==> config.mk <==
export PLATFORM = sky130hd
export DESIGN_NAME = multi_channel_pwm_pattern_fill
export DESIGN_NICKNAME = d
export VERILOG_FILES = /design/src/mcpf_pkg.sv /design/src/mcpf_cell.sv /design/src/mcpf_fill.sv /design/src/multi_channel_pwm_pattern_fill.sv
export SDC_FILE = /design/constraint.sdc
export NUM_CORES = 1
export LEC_CHECK = 0
export BUFFER_PORTS_ARGS = -buffer_cell sky130_fd_sc_hd__buf_2
export CAP_MARGIN = 10
export CORE_UTILIZATION = 30
export DETAILED_ROUTE_END_ITERATION = 10
export HOLD_SLACK_MARGIN = 0.08
export PLACE_DENSITY = 0.41
export SYNTH_ARGS = -nofsm -noshare
export SYNTH_HDL_FRONTEND = slang
export SYNTH_SLANG_ARGS = --single-unit
==> constraint.sdc <==
create_clock -name clock -period 6.45 [get_ports clock]
set_input_delay 1.29 -clock clock [delete_from_list [all_inputs] [get_ports clock]]
set_output_delay 1.29 -clock clock [all_outputs]
set_load 0.01 [all_outputs]
==> src/mcpf_pkg.sv <==
// Shared types and constants for the multi-channel PWM with pattern fill.
package mcpf_pkg;

   localparam int ACTION_W = 2;
   localparam int DUTY_W   = 8;
   localparam int VEC_W    = 16;

   localparam logic [DUTY_W-1:0] PHASE_STEP_RESET = 8'd8;

   typedef enum logic [ACTION_W-1:0] {
      ACT_TICK  = 2'd0,
      ACT_COLOR = 2'd1,
      ACT_CLEAR = 2'd2
   } action_type;

   typedef struct packed {
      logic shift;
      logic use_head;
   } fill_ctrl_type;

endpackage

==> src/mcpf_cell.sv <==
// One channel cell: duty threshold storage, compare against phase, link to neighbor.
module mcpf_cell (
   input  logic                        clock,
   input  logic                        reset,
   input  logic                        clear,
   input  logic                        wr_en,
   input  logic [mcpf_pkg::DUTY_W-1:0] wr_data,
   input  logic                        shift,
   input  logic [mcpf_pkg::DUTY_W-1:0] shift_data,
   input  logic [mcpf_pkg::DUTY_W-1:0] phase,
   output logic [mcpf_pkg::DUTY_W-1:0] duty,
   output logic                        on
);
   import mcpf_pkg::*;

   logic [DUTY_W-1:0] duty_ff;
   logic [DUTY_W-1:0] duty_in;

   always_comb begin
      duty_in = duty_ff;
      if (clear) begin
         duty_in = '0;
      end else if (shift) begin
         duty_in = shift_data;
      end else if (wr_en) begin
         duty_in = wr_data;
      end
   end

   always_ff @(posedge clock) begin
      if (reset) begin
         duty_ff <= '0;
      end else begin
         duty_ff <= duty_in;
      end
   end

   assign duty = duty_ff;
   assign on   = (duty_ff > phase);

endmodule

==> src/mcpf_fill.sv <==
// Pattern repeat sequencer: rotates the cell chain once around after a short pattern.
module mcpf_fill #(
   parameter int CHANNELS = 16,
   parameter int FW       = 5,
   parameter int IW       = 4
) (
   input  logic                    clock,
   input  logic                    reset,
   input  logic                    start,
   input  logic [FW-1:0]           pat_len,
   output mcpf_pkg::fill_ctrl_type ctrl,
   output logic [IW-1:0]           tap_idx
);
   import mcpf_pkg::*;

   localparam logic [FW-1:0] CHAN_F = FW'(CHANNELS);
   localparam logic [FW-1:0] LAST_STEP = FW'(CHANNELS - 1);

   logic          busy_ff;
   logic          busy_in;
   logic [FW-1:0] step_ff;
   logic [FW-1:0] step_in;
   logic [FW-1:0] len_ff;
   logic [FW-1:0] len_in;
   logic [FW-1:0] tap_full;

   always_comb begin
      busy_in = busy_ff;
      step_in = step_ff;
      len_in  = len_ff;
      if (busy_ff) begin
         step_in = step_ff + FW'(1);
         if (step_ff == LAST_STEP) begin
            busy_in = 1'b0;
         end
      end else if (start && (pat_len != CHAN_F) && (pat_len != '0)) begin
         busy_in = 1'b1;
         step_in = '0;
         len_in  = pat_len;
      end
   end

   always_ff @(posedge clock) begin
      if (reset) begin
         busy_ff <= 1'b0;
         step_ff <= '0;
         len_ff  <= '0;
      end else begin
         busy_ff <= busy_in;
         step_ff <= step_in;
         len_ff  <= len_in;
      end
   end

   assign tap_full      = CHAN_F - len_ff;
   assign tap_idx       = tap_full[IW-1:0];
   assign ctrl.shift    = busy_ff;
   assign ctrl.use_head = (step_ff < len_ff);

   assert property (@(posedge clock) disable iff (reset)
      busy_ff |-> (len_ff != '0) && (len_ff < CHAN_F))
      else $error("fill running with an invalid pattern length");

   assert property (@(posedge clock) disable iff (reset)
      busy_ff |-> step_ff <= LAST_STEP)
      else $error("fill step past last channel");

   assert property (@(posedge clock) disable iff (reset)
      busy_ff && (step_ff != LAST_STEP) |=> busy_ff && (step_ff == $past(step_ff) + FW'(1)))
      else $error("fill ended early or step skipped");

endmodule

==> src/multi_channel_pwm_pattern_fill.sv <==
// Top level: multi-channel PWM with pattern fill, built from a chain of channel cells.
// A tick's on/off vector is on rsp_tdata in the cycle after the request is accepted, if it changed.
// Throughput: one request per cycle while no fill runs and no result waits on rsp_tready.
// A final color leaving a pattern shorter than CHANNELS stalls requests while the
// repeat sequencer rotates the values once around the cell chain.
// Reset (synchronous): thresholds, phase, last vector and fill count zero, phase step 8.
module multi_channel_pwm_pattern_fill #(
   parameter int CHANNELS = 16
) (
   input  logic                        clock,
   input  logic                        reset,
   input  logic                        req_tvalid,
   output logic                        req_tready,
   input  logic [7:0]                  req_tdata,   // [7:0] color
   input  logic [1:0]                  req_tuser,   // [1:0] action
   input  logic                        req_tlast,   // pattern_last
   output logic                        rsp_tvalid,
   input  logic                        rsp_tready,
   output logic [15:0]                 rsp_tdata,   // [15:0] channel_bits
   input  logic                        csr_valid,
   output logic                        csr_ready,
   input  logic [mcpf_pkg::DUTY_W-1:0] csr_data     // phase_step
);
   import mcpf_pkg::*;

   localparam int FW = $clog2(CHANNELS + 1);
   localparam int IW = (CHANNELS > 1) ? $clog2(CHANNELS) : 1;
   localparam logic [FW-1:0] CHAN_F = FW'(CHANNELS);

   logic [DUTY_W-1:0] phase_step_ff;
   logic [DUTY_W-1:0] pwm_phase_ff;
   logic [DUTY_W-1:0] pwm_phase_in;
   logic [FW-1:0]     fill_count_ff;
   logic [FW-1:0]     fill_count_in;
   logic [VEC_W-1:0]  last_vector_ff;
   logic [VEC_W-1:0]  last_vector_in;
   logic [VEC_W-1:0]  rsp_data_ff;
   logic [VEC_W-1:0]  rsp_data_in;
   logic              rsp_tvalid_ff;
   logic              rsp_tvalid_in;

   action_type        action;
   logic              req_accept;
   logic              tick;
   logic              color_wr;
   logic              clear_all;
   logic              fill_start;
   logic [FW-1:0]     pat_len;
   fill_ctrl_type     fill_ctrl;
   logic [IW-1:0]     tap_idx;
   logic [DUTY_W-1:0] insert_data;
   logic [VEC_W-1:0]  vec;

   logic [DUTY_W-1:0] duty [CHANNELS];
   logic              on_bit [CHANNELS];

   assign action     = action_type'(req_tuser);
   assign req_tready = !fill_ctrl.shift && (!rsp_tvalid_ff || rsp_tready);
   assign req_accept = req_tvalid && req_tready;
   assign tick       = req_accept && (action == ACT_TICK);
   assign color_wr   = req_accept && (action == ACT_COLOR);
   assign clear_all  = req_accept && (action == ACT_CLEAR);
   assign fill_start = color_wr && req_tlast;
   assign pat_len    = (fill_count_ff < CHAN_F) ? fill_count_ff + FW'(1) : fill_count_ff;
   assign csr_ready  = 1'b1;

   assign insert_data = fill_ctrl.use_head ? duty[0] : duty[tap_idx];

   mcpf_fill #(
      .CHANNELS (CHANNELS),
      .FW       (FW),
      .IW       (IW)
   ) u_fill (
      .clock   (clock),
      .reset   (reset),
      .start   (fill_start),
      .pat_len (pat_len),
      .ctrl    (fill_ctrl),
      .tap_idx (tap_idx)
   );

   for (genvar i = 0; i < CHANNELS; i++) begin : g_cell
      logic [DUTY_W-1:0] link;
      if (i == CHANNELS - 1) begin : g_tail
         assign link = insert_data;
      end else begin : g_mid
         assign link = duty[i+1];
      end
      mcpf_cell u_cell (
         .clock      (clock),
         .reset      (reset),
         .clear      (clear_all),
         .wr_en      (color_wr && (fill_count_ff == FW'(i))),
         .wr_data    (req_tdata),
         .shift      (fill_ctrl.shift),
         .shift_data (link),
         .phase      (pwm_phase_ff),
         .duty       (duty[i]),
         .on         (on_bit[i])
      );
   end

   for (genvar b = 0; b < VEC_W; b++) begin : g_vec
      if (b < CHANNELS) begin : g_on
         assign vec[b] = on_bit[b];
      end else begin : g_off
         assign vec[b] = 1'b0;
      end
   end

   always_comb begin
      pwm_phase_in   = pwm_phase_ff;
      fill_count_in  = fill_count_ff;
      last_vector_in = last_vector_ff;
      rsp_data_in    = rsp_data_ff;
      rsp_tvalid_in  = rsp_tvalid_ff && !rsp_tready;
      if (tick) begin
         pwm_phase_in = pwm_phase_ff + phase_step_ff;
         if (vec != last_vector_ff) begin
            last_vector_in = vec;
            rsp_data_in    = vec;
            rsp_tvalid_in  = 1'b1;
         end
      end
      if (color_wr) begin
         if (req_tlast) begin
            fill_count_in = '0;
         end else if (fill_count_ff < CHAN_F) begin
            fill_count_in = fill_count_ff + FW'(1);
         end
      end
      if (clear_all) begin
         fill_count_in = '0;
      end
   end

   always_ff @(posedge clock) begin
      if (reset) begin
         phase_step_ff  <= PHASE_STEP_RESET;
         pwm_phase_ff   <= '0;
         fill_count_ff  <= '0;
         last_vector_ff <= '0;
         rsp_tvalid_ff  <= 1'b0;
         rsp_data_ff    <= '0;
      end else begin
         if (csr_valid && csr_ready) begin
            phase_step_ff <= csr_data;
         end
         pwm_phase_ff   <= pwm_phase_in;
         fill_count_ff  <= fill_count_in;
         last_vector_ff <= last_vector_in;
         rsp_tvalid_ff  <= rsp_tvalid_in;
         rsp_data_ff    <= rsp_data_in;
      end
   end

   assign rsp_tvalid = rsp_tvalid_ff;
   assign rsp_tdata  = rsp_data_ff;

   assert property (@(posedge clock) disable iff (reset)
      rsp_tvalid_ff |-> rsp_data_ff == last_vector_ff)
      else $error("pending result differs from last emitted vector");

   assert property (@(posedge clock) disable iff (reset)
      fill_count_ff <= CHAN_F)
      else $error("fill count beyond channel count");

   assert property (@(posedge clock) disable iff (reset)
      fill_ctrl.shift |-> (fill_count_ff == '0) && !req_tready)
      else $error("requests open or fill count set during pattern repeat");

   assert property (@(posedge clock) disable iff (reset)
      !tick |=> $stable(pwm_phase_ff))
      else $error("phase moved without a tick");

endmodule
==> flow_results.org <==
** Clock tree
- Counting every sink on the clock net gives 177.
- In this run, post-CTS hold repair placed 0 buffers.
- Buffers added to address setup during post-CTS repair amount to 0.
- In this run the deepest clock path goes through 2 buffers.
- Counting the buffers created by CTS gives 17.
- Number of H-tree branching levels :: 4
- TritonCTS built the clock tree.
- Once the clock tree was built, the resizer swapped 0 gates to a different size.
- Clock-pin slew was measured on the worst setup and hold paths at 0.07 ns.
- Clock latency on the worst-skew pair :: 0.47 ns
- Cell chosen for the clock root :: sky130_fd_sc_hd__clkbuf_16

** GRT
- Number of global-route vias before repair :: 10900
- The number of antenna violations at the first check in global routing was 4.
- Global-route wire length before repair :: 72.2 mm
- Maximum number of pins on one net before global-route repair :: 127
- Global routing finished with a remaining overflow of 0.
- All-layer global routing usage :: 23.5%

** Pwr
- Power comes to 0.00297 W.
- For this design the ratio of total power to cell area is 217 nW/um2.
- Maximum vdd ir drop :: 146 uV
- In this run the static leakage power is 5.00 nW.

** Setup path
- Worst setup path startpoint :: pwm_phase_ff[5]$_SDFFE_PP0P_
- R2R setup slack :: 2.30 ns
- Critical Path Fanout Max :: 16
- In this run the critical register-to-register path is launched from pwm_phase_ff[5]$_SDFFE_PP0P_.
- Data required time of the worst path :: 6.81 ns
- Startpoint kind of the worst setup timing path :: flip-flop
- At the worst endpoint, the arrival time is 4.50 ns.
- Following the worst setup path forward leads to its endpoint at rsp_tdata[5]$_SDFFE_PP0P_.
- The endpoint identified for the worst register-to-register timing path is rsp_tdata[5]$_SDFFE_PP0P_.
- The worst setup path is of the reg -> reg kind.
- Kind of end point of the critical path :: flip-flop
- Worst reg2reg path depth :: 9

** Yosys
- The largest total area in the synthesized netlist belongs to sky130_fd_sc_hd__dfxtp_1.
- sky130_fd_sc_hd__a21oi_1 is the most common cell in the netlist.
- Count of synthesis-stage warnings from yosys :: 0
- Of the total synthesized cell area, the portion taken by XOR and XNOR cells is 0.853%.
- Area fraction in compound gates after synthesis :: 26.8%
- The most used flip-flop cell after synthesis is sky130_fd_sc_hd__dfxtp_1.
- Sorting the synthesized cells by area gives the leading types as sky130_fd_sc_hd__dfxtp_1, sky130_fd_sc_hd__ha_1, sky130_fd_sc_hd__a21oi_1, sky130_fd_sc_hd__a22oi_1, sky130_fd_sc_hd__nand2_1.
- Proportion of netlist area held by the largest area contributor :: 28.8%
- Post-synth top cells :: sky130_fd_sc_hd__a21oi_1, sky130_fd_sc_hd__nand2_1, sky130_fd_sc_hd__dfxtp_1
- After synthesis, the largest family of logic cells by area is compound AO/OA/AOI/OAI gates.
- Share of cell area taken by muxes after synthesis :: 7.96%
- Synth Net Count :: 1618
- Counting every instance in the synthesized netlist gives 1447.
- The share of the Yosys chip area taken by registers is 28.8%.
- After synthesis, the netlist uses 81 different library cells.
- Post-synthesis sequential element count :: 177
- Area of the mapped netlist :: 12300 um2
- Yosys mapped a number of flops with a built-in enable equal to 0.
- After synthesis, the share of flip-flops with an asynchronous set or reset is 0%.
- Of the total synthesized cell area, the portion taken by full adders, half adders and majority gates is 15.0%.
- After synthesis, the mean cell area works out to 8.51 um2.
- The synthesized netlist devotes 16.4% of its cell area to simple gates.

** Timing
- The final number of hold-violating endpoints was 0.
- For the final database, setup skew stands at 0.0143 ns.
- Worst-margin pin slew :: 1.15 ns
- Setup repair after global routing left no endpoint under its margin.
- Timing would allow up to 241 MHz.
- Setup violations remaining at the end of the flow were counted as 0.
- Slew Limit Fails :: 0
- Setup TNS :: 0 ns
- The tightest hold path in the finished design has a slack of 0.479 ns.
- After layout, the worst path uses 64.3% of the clock period.
- Crit path time final :: 4.15 ns
- Rel. slew slack :: 23.3%

** Detailed routing
- The pre-antenna-repair detailed-routing pass consisted of 5 iterations.
- The first routing iteration left 973 violations.
- Number of remaining DRC errors :: 0
- After detailed routing, the average wire length per cell comes to 24.2 um.
- Via-to-Cell Ratio :: 5.78
- Total Wirelength :: 48.2 mm
- Total vias in the final route :: 11500
- In this run the remaining antenna-violating nets after routing total 0.

** Floorplanning
- After floorplanning, the core was divided into 73 placement rows.
- In this run the count of I/O pins placed on the die edge is 43.
- Total Die Area :: 41900 um2
- Placeable core region :: 40100 um2
- The die is 205 um wide.
- Die height :: 205 um
- The initial utilization of the core area, before any placement, comes to 30.7%.

** Cells and area
- Relative to the synthesized area, the layout overhead comes to 10.8%.
- Post-route cell area :: 13700 um2
- Fraction of final layout cells with drive strength greater than 1 :: 10.8%
- The net count of the finished layout is 1623.
- Leaving out filler cells and counting taps, the final layout contains 1989.

** Place
- Dpl cells :: 1957
- The congestion estimate from routability-driven global placement came to 0.887.
- In this run the tool buffered the top-level ports with 41 buffer cells.
- Placed standard-cell area :: 13000 um2
- After legalization and detailed placement, the total HPWL measured 35.0 mm.

** Flow run
- Across the run, the number of max-cap violations was 0.

** Hold path
- The worst hold path belongs to the class reg -> reg.
- Hold depth :: 2

** Outcome
- The run finished with clean final reports.
logic make-up after synthesis:
group                      after synthesis
other                                    1
and+or+nand+nor                        422
DFF                                    177
adders and majority gates              147
AOI/OAI and AO/OA                      504
buffers and inverters                  128
xor gates and xnor gates                12
muxes                                   56
placed cells by master, fill, tap and decap left out, types with 18 or more instances in the layout:
cell type,count
sky130_fd_sc_hd__buf_2,41
sky130_fd_sc_hd__nor2b_1,33
sky130_fd_sc_hd__mux4_2,29
sky130_fd_sc_hd__a22oi_1,123
sky130_fd_sc_hd__o211ai_1,21
sky130_fd_sc_hd__o21ai_0,32
sky130_fd_sc_hd__nor3_1,18
sky130_fd_sc_hd__a211oi_1,19
sky130_fd_sc_hd__dfxtp_1,175
sky130_fd_sc_hd__nand2_1,194
sky130_fd_sc_hd__nor2_1,73
sky130_fd_sc_hd__a21oi_1,197
sky130_fd_sc_hd__buf_4,24
sky130_fd_sc_hd__nand4_1,30
sky130_fd_sc_hd__inv_1,49
sky130_fd_sc_hd__ha_1,146
per-layer routing:
layer,vias up,wire length [um],global-route usage [%],share of wire (%)
met1,5656,23100,33.2,48
li1,5493,-,-,-
met4,4,1170,7.28,2.4
met3,44,2360,3.72,4.9
met2,300,21500,36.2,45
met5,-,36,0,0.075
power breakdown:
group          internal (W)  switching [W]
clock network      0.000626       0.000492
logic              0.000238       0.000443
registers           0.00112      0.0000455
cell type report:
class / instances / area (um2)
antenna: 1 / 2.50
clock buffer: 21 / 460
clock inverter: 9 / 134
fill: 4214 / 26400
inverter: 49 / 184
multi-input combinational: 1142 / 8280
sequential: 177 / 3550
tap: 525 / 657
timing repair buffer: 65 / 385
state kept, by name (all words and copies together), names as in the netlist:
register,flops
g_cell.u_cell.duty,128
rsp_tdata,16
phase_step_ff,8
pwm_phase_ff,8
fill_count_ff,5
u_fill.len_ff,5
u_fill.step_ff,5
rsp_tvalid,1
u_fill.busy_ff,1
how the worst min path moves through the flow:
stage / start / endpoint
2_1_floorplan: pwm_phase_ff[3]$_SDFFE_PP0P_ / pwm_phase_ff[3]$_SDFFE_PP0P_
3_3_place_gp: pwm_phase_ff[6]$_SDFFE_PP0P_ / pwm_phase_ff[6]$_SDFFE_PP0P_
3_5_place_dp: pwm_phase_ff[3]$_SDFFE_PP0P_ / pwm_phase_ff[3]$_SDFFE_PP0P_
4_1_cts: pwm_phase_ff[3]$_SDFFE_PP0P_ / pwm_phase_ff[3]$_SDFFE_PP0P_
5_1_grt: pwm_phase_ff[3]$_SDFFE_PP0P_ / pwm_phase_ff[3]$_SDFFE_PP0P_
6_report: pwm_phase_ff[3]$_SDFFE_PP0P_ / pwm_phase_ff[3]$_SDFFE_PP0P_
stage by stage:
step / util, % / setup slack (ns)
after detailed placement: 32.5 / 2.25
after floorplan: - / 3.29
after CTS: 34.0 / 2.33
after global placement: 32.5 / 2.30
final: 34.0 / 2.30
after global routing: 34.0 / 2.12
critical path: stages, from the launching register on:
cell and delay, ns:
sky130_fd_sc_hd__dfxtp_1 0.33, sky130_fd_sc_hd__inv_1 0.75, sky130_fd_sc_hd__ha_1 0.29, sky130_fd_sc_hd__a21oi_1 0.04, sky130_fd_sc_hd__o21ai_0 0.35, sky130_fd_sc_hd__o22ai_1 0.24
sky130_fd_sc_hd__a2111oi_0 0.85, sky130_fd_sc_hd__nand4b_1 0.47, sky130_fd_sc_hd__or2_4 0.42, sky130_fd_sc_hd__o311ai_1 0.29
No activity file was read; power rests on OpenSTA's default activity.
